### src/hdl/facd_pkg.sv
`default_nettype none

package facd_pkg;

  localparam logic [7:0] START_MARK = 8'h24;  // '$'
  localparam logic [7:0] END_MARK   = 8'h23;  // '#'
  localparam logic [7:0] ASCII_ZERO = 8'd48;
  localparam logic [7:0] SPACE_CHAR = 8'h20;
  localparam logic [7:0] CHAR_M     = 8'h4D;
  localparam logic [7:0] CHAR_C     = 8'h43;
  localparam logic [7:0] CHAR_I     = 8'h49;
  localparam logic [7:0] CHAR_T     = 8'h54;
  localparam logic [7:0] CHAR_COMMA = 8'h2C;
  localparam logic [7:0] CHAR_DOT   = 8'h2E;
  localparam logic [7:0] CHAR_0     = 8'h30;
  localparam logic [7:0] CHAR_1     = 8'h31;
  localparam logic [7:0] CHAR_2     = 8'h32;
  localparam logic [7:0] CHAR_3     = 8'h33;

  localparam logic [15:0] RATE_RESET      = 16'd2500;
  localparam logic [31:0] RATE_TEXT_RESET = 32'h3235_3030;
  localparam logic [7:0]  CHAN_RESET      = 8'd2;
  localparam logic [7:0]  CHAN_CHAR_RESET = 8'h32;

  typedef enum logic [2:0] {
    CMD_NONE  = 3'd0,
    CMD_STOP  = 3'd1,
    CMD_START = 3'd2,
    CMD_RATE  = 3'd3,
    CMD_CHAN  = 3'd4,
    CMD_TEST1 = 3'd5,
    CMD_TEST2 = 3'd6,
    CMD_TEST3 = 3'd7
  } cmd_e;

endpackage

`default_nettype wire

### src/hdl/framed_ascii_command_decoder.sv
`default_nettype none

// Framed ASCII command decoder. Takes one received character per cycle on
// the input channel while in_ready_o is high, with no stall of its own. A frame
// opens with '$' and closes with '#'; bytes in between fill an internal
// frame store of FRAME_MAX bytes, and a frame that fills the store is
// dropped without a result. Each closing '#' yields exactly one result on
// the edge after it is accepted: new_command tells whether the frame
// matched a command, and the other fields show the command, rate, rate text
// and channel registers as they stand after the frame. Bytes outside a
// frame yield nothing. The frame store keeps bytes of earlier frames, and a
// short frame decodes them as they stand. The result sits in an output
// register; the input stays ready while that register is empty or being
// taken in the same cycle, so the rate is set only by the consumer.
module framed_ascii_command_decoder #(
  parameter int unsigned FRAME_MAX = 8
) (
  input  wire logic        clk_i,
  input  wire logic        rst_ni,
  input  wire logic        in_valid_i,
  output      logic        in_ready_o,
  input  wire logic [7:0]  rx_byte_i,
  output      logic        out_valid_o,
  input  wire logic        out_ready_i,
  output      logic        new_command_o,
  output      logic [2:0]  command_code_o,
  output      logic [15:0] rate_value_o,
  output      logic [31:0] rate_text_o,
  output      logic [7:0]  channel_value_o,
  output      logic [7:0]  channel_char_o
);

  import facd_pkg::*;

  localparam int unsigned CntW = $clog2(FRAME_MAX + 1);
  localparam int unsigned IdxW = $clog2(FRAME_MAX);

  logic            receiving_q, receiving_d;
  logic [CntW-1:0] wr_idx_q, wr_idx_d;
  logic [7:0]      frame_q [FRAME_MAX];
  logic [2:0]      cmd_q, cmd_d;
  logic [15:0]     rate_q, rate_d;
  logic [31:0]     text_q, text_d;
  logic [7:0]      chan_q, chan_d;
  logic [7:0]      chch_q, chch_d;
  logic            out_valid_q, out_valid_d;
  logic            hit_q, hit_d;

  logic            accept;
  logic            store_en;
  logic            frame_end;
  logic            hit;
  logic [7:0]      f0, f1, f2, f3, f4, f5;
  logic [15:0]     d2, d3, d4, d5;

  assign accept    = in_valid_i && in_ready_o;
  assign frame_end = receiving_q && (rx_byte_i == END_MARK);
  assign store_en  = accept && receiving_q && (rx_byte_i != END_MARK)
                     && (wr_idx_q < CntW'(FRAME_MAX));

  assign f0 = frame_q[0];
  assign f1 = frame_q[1];
  assign f2 = frame_q[2];
  assign f3 = frame_q[3];
  assign f4 = frame_q[4];
  assign f5 = frame_q[5];

  // digit values wrap modulo 2^16, no check that bytes are digits
  assign d2 = {8'h00, f2} - {8'h00, ASCII_ZERO};
  assign d3 = {8'h00, f3} - {8'h00, ASCII_ZERO};
  assign d4 = {8'h00, f4} - {8'h00, ASCII_ZERO};
  assign d5 = {8'h00, f5} - {8'h00, ASCII_ZERO};

  // decode the stored frame into the next command registers
  always_comb begin
    hit    = 1'b0;
    cmd_d  = cmd_q;
    rate_d = rate_q;
    text_d = text_q;
    chan_d = chan_q;
    chch_d = chch_q;
    case (f0)
      CHAR_M: begin
        if (f1 == CHAR_0) begin
          hit   = 1'b1;
          cmd_d = CMD_STOP;
        end else if (f1 == CHAR_1) begin
          hit   = 1'b1;
          cmd_d = CMD_START;
        end
      end
      CHAR_C: begin
        if (f1 == CHAR_COMMA) begin
          hit   = 1'b1;
          cmd_d = CMD_RATE;
          if (f4 == CHAR_DOT) begin
            rate_d = 16'(d2 * 16'd10) + d3;
            text_d = {SPACE_CHAR, SPACE_CHAR, f2, f3};
          end else if (f5 == CHAR_DOT) begin
            rate_d = 16'(d2 * 16'd100) + 16'(d3 * 16'd10) + d4;
            text_d = {SPACE_CHAR, f2, f3, f4};
          end else begin
            rate_d = 16'(d2 * 16'd1000) + 16'(d3 * 16'd100)
                     + 16'(d4 * 16'd10) + d5;
            text_d = {f2, f3, f4, f5};
          end
        end
      end
      CHAR_I: begin
        if ((f1 == CHAR_COMMA) && (f3 == CHAR_DOT)) begin
          hit    = 1'b1;
          cmd_d  = CMD_CHAN;
          chan_d = f2 - ASCII_ZERO;
          chch_d = f2;
        end
      end
      CHAR_T: begin
        if (f1 == CHAR_1) begin
          hit   = 1'b1;
          cmd_d = CMD_TEST1;
        end else if (f1 == CHAR_2) begin
          hit   = 1'b1;
          cmd_d = CMD_TEST2;
        end else if (f1 == CHAR_3) begin
          hit   = 1'b1;
          cmd_d = CMD_TEST3;
        end
      end
      default: begin
        hit = 1'b0;
      end
    endcase
  end

  // framing control and output register
  always_comb begin
    receiving_d = receiving_q;
    wr_idx_d    = wr_idx_q;
    out_valid_d = out_valid_q && !out_ready_i;
    hit_d       = hit_q;
    if (accept) begin
      if (!receiving_q) begin
        if (rx_byte_i == START_MARK) begin
          receiving_d = 1'b1;
          wr_idx_d    = '0;
        end
      end else if (frame_end) begin
        receiving_d = 1'b0;
        out_valid_d = 1'b1;
        hit_d       = hit;
      end else begin
        wr_idx_d = wr_idx_q + CntW'(1);
        // drop the frame once the store is full
        if (wr_idx_d >= CntW'(FRAME_MAX)) begin
          receiving_d = 1'b0;
        end
      end
    end
  end

  always_ff @(posedge clk_i or negedge rst_ni) begin
    if (!rst_ni) begin
      receiving_q <= 1'b0;
      wr_idx_q    <= '0;
      out_valid_q <= 1'b0;
      hit_q       <= 1'b0;
      cmd_q       <= CMD_NONE;
      rate_q      <= RATE_RESET;
      text_q      <= RATE_TEXT_RESET;
      chan_q      <= CHAN_RESET;
      chch_q      <= CHAN_CHAR_RESET;
      for (int i = 0; i < FRAME_MAX; i++) begin
        frame_q[i] <= 8'h00;
      end
    end else begin
      receiving_q <= receiving_d;
      wr_idx_q    <= wr_idx_d;
      out_valid_q <= out_valid_d;
      hit_q       <= hit_d;
      if (accept && frame_end) begin
        cmd_q  <= cmd_d;
        rate_q <= rate_d;
        text_q <= text_d;
        chan_q <= chan_d;
        chch_q <= chch_d;
      end
      if (store_en) begin
        frame_q[wr_idx_q[IdxW-1:0]] <= rx_byte_i;
      end
    end
  end

  // command registers only change on an accepted closing '#', which needs the output slot free or being taken
  assign in_ready_o      = !out_valid_q || out_ready_i;
  assign out_valid_o     = out_valid_q;
  assign new_command_o   = hit_q;
  assign command_code_o  = cmd_q;
  assign rate_value_o    = rate_q;
  assign rate_text_o     = text_q;
  assign channel_value_o = chan_q;
  assign channel_char_o  = chch_q;

endmodule

`default_nettype wire

### config.mk
export PLATFORM = sky130hd
export DESIGN_NAME = framed_ascii_command_decoder
export DESIGN_NICKNAME = d
export VERILOG_FILES = /design/src/hdl/facd_pkg.sv /design/src/hdl/framed_ascii_command_decoder.sv
export SDC_FILE = /design/constraint.sdc
export NUM_CORES = 1
export LEC_CHECK = 0
export ABC_AREA = 1
export BUFFER_PORTS_ARGS = -buffer_cell sky130_fd_sc_hd__buf_2
export CAP_MARGIN = 25
export CORE_MARGIN = 2
export CORE_UTILIZATION = 57
export DETAILED_ROUTE_END_ITERATION = 8
export GPL_TIMING_DRIVEN = 0
export PLACE_DENSITY = 0.91
export SYNTH_ARGS = -nofsm -noshare
export SYNTH_HDL_FRONTEND = slang
export SYNTH_SLANG_ARGS = --single-unit
export TNS_END_PERCENT = 5
### constraint.sdc
create_clock -name clk_i -period 5.7 [get_ports clk_i]
set_input_delay 0.57 -clock clk_i [delete_from_list [all_inputs] [get_ports clk_i]]
set_output_delay 0.57 -clock clk_i [all_outputs]
set_load 0.03 [all_outputs]
==> reports/qor.txt, run 1 <==
status: complete, but fails checks
failing checks: setup timing
max-slew violations: 0
# setup viols final: 6
CP Class: reg -> reg
ys flop type: dfrtp_1
CTS Buf Count: 17
flops & latches, synth: 117
layout cell share with drive strength beyond 1: 20.1%
Post-Synth XOR/XNOR Area: 5.17%
Initial Util: 57.4%
Worst setup EP type: register
post-synth top area share: 19.0%
Root Driver: clkbuf_16
worst path required time: 6.03 ns
Area contributors post-synth: dfrtp_1 (19%), ha_1 (16%), fa_1 (13%)
FILL cells: 1666
final setup margin: -0.872 ns
total wire length: 42100 um
number of enable flip-flop cells after synthesis: 0
antenna violation net count after detailed routing: 0
largest net degree at the start of global routing: 65
Least-Margin Pin Slew: 0.883 ns
vias in the first global route: 12545
clk buf depth: 2
DRC errors left: 0
worst path arrival time: 6.91 ns
clk sinks: 117
register area share after synthesis: 22.9%
crit path max fanout: 5
Synth Area in Simple Gates: 18.1%
Initial DRT Pass Iterations: 8
met2 routed WL: 19000 um
Period minus WS final: 6.57 ns
CP Launch Type: register
vias: 12428
CTS Hold Bufs: 0
Die H: 154 um
Skew-Pair Late Insertion Delay: 0.43 ns
CTS tree: done
syn_area_per_cell: 8.03 um2
initial antenna violation count: 2
RSZ-0062 raised after global routing: true
Most common cell on crit path: inv_2
# IOs: 82
core area: 22400 um2
Largest stage delay, worst path: 0.54 ns
Via density: 6.09
highest-delay cell along the critical path: fa_1
gr usage total: 35.4%
post-DP HPWL: 29900 um
setup TNS: -3.82 ns
mux cell area share after synthesis: 0.699%
Post-Syn Instances: 1604
I/O Buffers: 81
Final Hold Viols: 0
max cap viols: 0
library cells used by synthesis: 54
FMAX: 0.152 GHz
DR WL met3: 4600 um
average routed wire per standard cell: 20.6 um
DRT iter0 DRCs: 1316
Syn. warnings: 0
Synth Area in Compound Gates: 13.7%
H-tree depth: 4
Rows: 55
area leader, netlist: dfrtp_1
total grt overflow: 0
diode count: 0
Syn Nets: 1862
area added between synthesis and finish: 16.9%
Final period util: 115%
Post-Synth Adder-Cell Area: 28.7%
wl on met1: 15100 um
Max-slew headroom: 40.6%
Worst Hold Class: in -> async
GPL Wtd Cong: 0.978
largest family of logic cells by synthesized area: adder cells
nets: 2002
clk slew on worst S/H paths: 0.06 ns
die width: 154 um
fraction of registers with async set/reset: 100%
clock skew: 0.0145 ns
Syn Std Cell Area: 12900 um2
top-count cell post-synth: inv_1
max layer used: met5
Die Area: 23800 um2
top post-synthesis cells by count: inv_1 (293), nand2_1 (285), ha_1 (164)
global-route wire length before repair: 65500 um
worst paths after layout:
kind | start | end | slack, ns | cells after the start
setup / recovery | f2[4] | rate_value_o[14] | -0.87 | 32
hold / removal | rst_ni | f0[4] | 0.18 | 1
setup reg to reg | f2[4] | rate_value_o[14] | -0.87 | 32
hold reg to reg | rate_value_o[11] | rate_value_o[11] | 0.47 | 2
max in group asynchronous | rst_ni | rate_value_o[6] | 4.70 | 2
min in group clk_i | out_ready_i | out_valid_o | 0.41 | 4
cell families after synthesis:
family	count (synthesis)
flip-flops	117
AND/OR/NAND/NOR	504
buffers and inverters	343
multiplexers	9
XOR/XNOR	76
AO/OA/AOI/OAI	309
adder cells (fa/ha/maj)	246
metal layers:
| layer | vias to the layer above | track usage, % |
|---|---|---|
| met1 | 5848 | 40.7 |
| met3 | 309 | 11.8 |
| li1 | 5507 | - |
| met4 | 6 | 22.2 |
| met2 | 758 | 57.0 |
| met5 | - | 0 |
critical path: cells and delay by family (launching register included):
kind	cells	cell delay (ns)
adder cells (fa/ha/maj)	8	3.54
AO/OA/AOI/OAI	6	0.84
buffers and inverters	8	0.61
AND/OR/NAND/NOR	7	0.56
XOR/XNOR	3	0.53
flip-flops	1	0.42
placed cells by master (no fill, tap or decap), types with 6 or more instances in the layout:
cell / count
o221ai_1: 14
a21oi_1: 89
dfstp_2: 19
nand3_1: 65
dfrtp_1: 93
nor3_1: 11
inv_2: 28
buf_4: 51
a21oi_2: 9
inv_1: 273
buf_2: 90
fa_1: 80
xnor2_1: 25
nor2_1: 65
inv_6: 6
clkinvlp_4: 7
nand2_2: 14
nand4_2: 6
nand4_1: 7
clkbuf_16: 17
o31ai_1: 11
o21ai_0: 114
xor2_1: 41
a31oi_1: 9
clkbuf_1: 6
nand3_2: 9
nand2_4: 10
nor2_2: 8
o22ai_1: 9
ha_4: 12
nor4_1: 9
o21ai_1: 15
ha_1: 151
nand2_1: 280
mux2i_1: 9
flip-flops by register name (all words and copies together) (netlist names):
name and cells:
receiving_q 1, f0 8, command_code_o 3, channel_value_o 8, f3 8, rate_value_o 16, new_command_o 1, f5 8
out_valid_o 1, rate_text_o 31, channel_char_o 4, f4 8, f1 8, wr_idx_q 4, f2 8
layout make-up:
cell class              count  area (um2)  share of cell area, %
plain buffers              33         231                   1.54
clock buffers              18         429                   2.85
repair buffers            121         748                   4.97
multi-input cells        1144        8990                   59.7
inverters                 310        1190                   7.93
well taps                 285         357                   2.37
clock inverters            14         144                  0.956
flip-flops and latches    117        2970                   19.7
timing repair:
item / CTS / global route
hold endpoints to repair: 0 / 0
endpoints found under the setup margin: 7 / 7
gates cloned: 0 / 0
buffers inserted: 30 / 8
pin swaps: 34 / 37
resized for setup: 40 / 42
metrics by stage:
stage / hold WS [ns] / utilization [%] / instances / setup slack (ns) / area (um2)
finish: 0.185 / 67.1 / 2042 / -0.872 / 15100
global route: 0.243 / 67.1 / 2042 / -1.08 / 15100
CTS: 0.210 / 66.0 / 2034 / -0.701 / 14800
detailed placement: 0.465 / 61.7 / 1972 / -1.32 / 13800
global placement: 0.462 / 61.5 / 1970 / -1.18 / 13800
floorplan: 0.274 / - / 1604 / -0.192 / 13000
Power of run 1 is left out: the tool's default activity adds up to more than one toggle a clock period on the data nets, which glitch-free logic cannot reach.
==> run 2: changes to the inputs <==
- CTS_CLUSTER_SIZE: not set -> 40
- MAX_ROUTING_LAYER: not set -> met4
==> run 2 against run 1 <==
The flow finishes with violations (DRC, setup timing); critical path type unchanged; global-route usage grew 0.68 points; highest routed layer is now met4; worst setup slack gained 0.0071 ns; largest cell class unchanged; wire length shrank 0.76%.
==> reports/qor.txt, run 2 (same netlist as run 1, synthesis figures left out) <==
H-tree depth: 4
CP Launch Type: register
total wire length: 41700 um
antenna violation net count after detailed routing: 0
Inst Count DP: 1972
max reg flops: 31
largest net degree at the start of global routing: 67
# setup viols final: 6
Least-Margin Pin Slew: 0.771 ns
clk sinks: 117
most common cell after layout, fill and taps aside: nand2_1
Period minus WS final: 6.57 ns
gr usage total: 36.0%
Rows: 55
final non-filler cell total: 2035
Max-slew headroom: 48.2%
CTS tree: done
FMAX: 0.152 GHz
Die Area: 23800 um2
I/O Buffers: 81
Via density: 6.03
highest-delay cell along the critical path: fa_1
CTS Buf Count: 17
Worst Hold Class: in -> async
Skew-Pair Late Insertion Delay: 0.42 ns
worst path required time: 6.05 ns
Most common cell on crit path: inv_2
total grt overflow: 0
clock skew: 0.0132 ns
Die H: 154 um
diode count: 0
# IOs: 82
max-slew violations: 0
average routed wire per standard cell: 20.5 um
GPL Wtd Cong: 0.985
CP Class: reg -> reg
core area: 22400 um2
RSZ-0062 raised after global routing: true
vias in the first global route: 12321
clk buf depth: 2
Root Driver: clkbuf_16
Largest stage delay, worst path: 0.57 ns
Initial DRT Pass Iterations: 9
Initial Util: 57.4%
post-DP HPWL: 30000 um
vias: 12280
DRC errors left: 2
Final Hold Viols: 0
R2R depth: 34
worst path arrival time: 6.92 ns
crit path max fanout: 4
DRT iter0 DRCs: 1266
area added between synthesis and finish: 16.0%
failing checks: DRC, setup timing
Final period util: 115%
max cap viols: 0
global-route wire length before repair: 64400 um
final setup margin: -0.865 ns
initial antenna violation count: 0
layout cell share with drive strength beyond 1: 19.2%
FILL cells: 1670
Worst setup EP type: register
most frequent cells in the layout: nand2_1 (283), inv_1 (274), ha_1 (150), o21ai_0 (114), dfrtp_1 (93)
die width: 154 um
nets: 1995
status: complete, but fails checks
clk slew on worst S/H paths: 0.06 ns
## run 2: area by class of cell
class | instances | area (um2) | area share [%]
tap | 285 | 357 | 2.39
sequential | 117 | 2970 | 19.8
clock inverter | 15 | 169 | 1.13
clock buffer | 17 | 425 | 2.85
multi-input combinational | 1144 | 8900 | 59.5
inverter | 310 | 1200 | 8.03
buffer | 33 | 231 | 1.55
timing repair buffer | 114 | 704 | 4.71
## run 2: routing by layer
metal | up-vias | share of wire (%) | GRT usage [%]
li1 | 5490 | - | -
met4 | 0 | 6.7 | 19.8
met2 | 719 | 46 | 57.0
met5 | - | 0 | -
met1 | 5826 | 37 | 42.8
met3 | 245 | 11 | 8.43
## run 2: timing repair
item / 4_1_cts / 5_1_grt
hold buffers: 0 / 0
buffers inserted: 25 / 6
pin swaps: 16 / 24
resized for setup: 45 / 17
cloned: 0 / 0
endpoints found under the setup margin: 7 / 7
## run 2: critical path: cells and delay by family, from the launching register on
family / cells / cell delay, ns
AO/OA/AOI/OAI: 5 / 0.66
XOR/XNOR: 1 / 0.17
adder cells (fa/ha/maj): 8 / 3.63
buffers and inverters: 12 / 0.96
flip-flops: 1 / 0.45
AND/OR/NAND/NOR: 8 / 0.62
## run 2: path summary, 6_finish.rpt
path | start | endpoint | slack [ns]
min in group clk_i | out_ready_i | out_valid_o | 0.41
worst max register to register | f2[4] | rate_value_o[15] | -0.87
worst min-delay path | rst_ni | f0[5] | 0.18
worst max-delay path | f2[4] | rate_value_o[15] | -0.87
worst min register to register | rate_value_o[11] | rate_value_o[11] | 0.47
max in group asynchronous | rst_ni | rate_value_o[6] | 4.71
## run 2: stage by stage
step	instance area, um2	worst slack, ns	utilization [%]	setup TNS, ns	hold slack [ns]
floorplan	13000	-0.192	-	-0.538	0.274
global placement	13800	-1.26	61.5	-6.02	0.457
detailed placement	13800	-1.37	61.7	-6.51	0.460
CTS	14800	-0.764	66.1	-3.49	0.206
global route	14900	-1.08	66.6	-4.99	0.237
finish	14900	-0.865	66.6	-3.95	0.181
Power of run 2 is left out for the same reason.
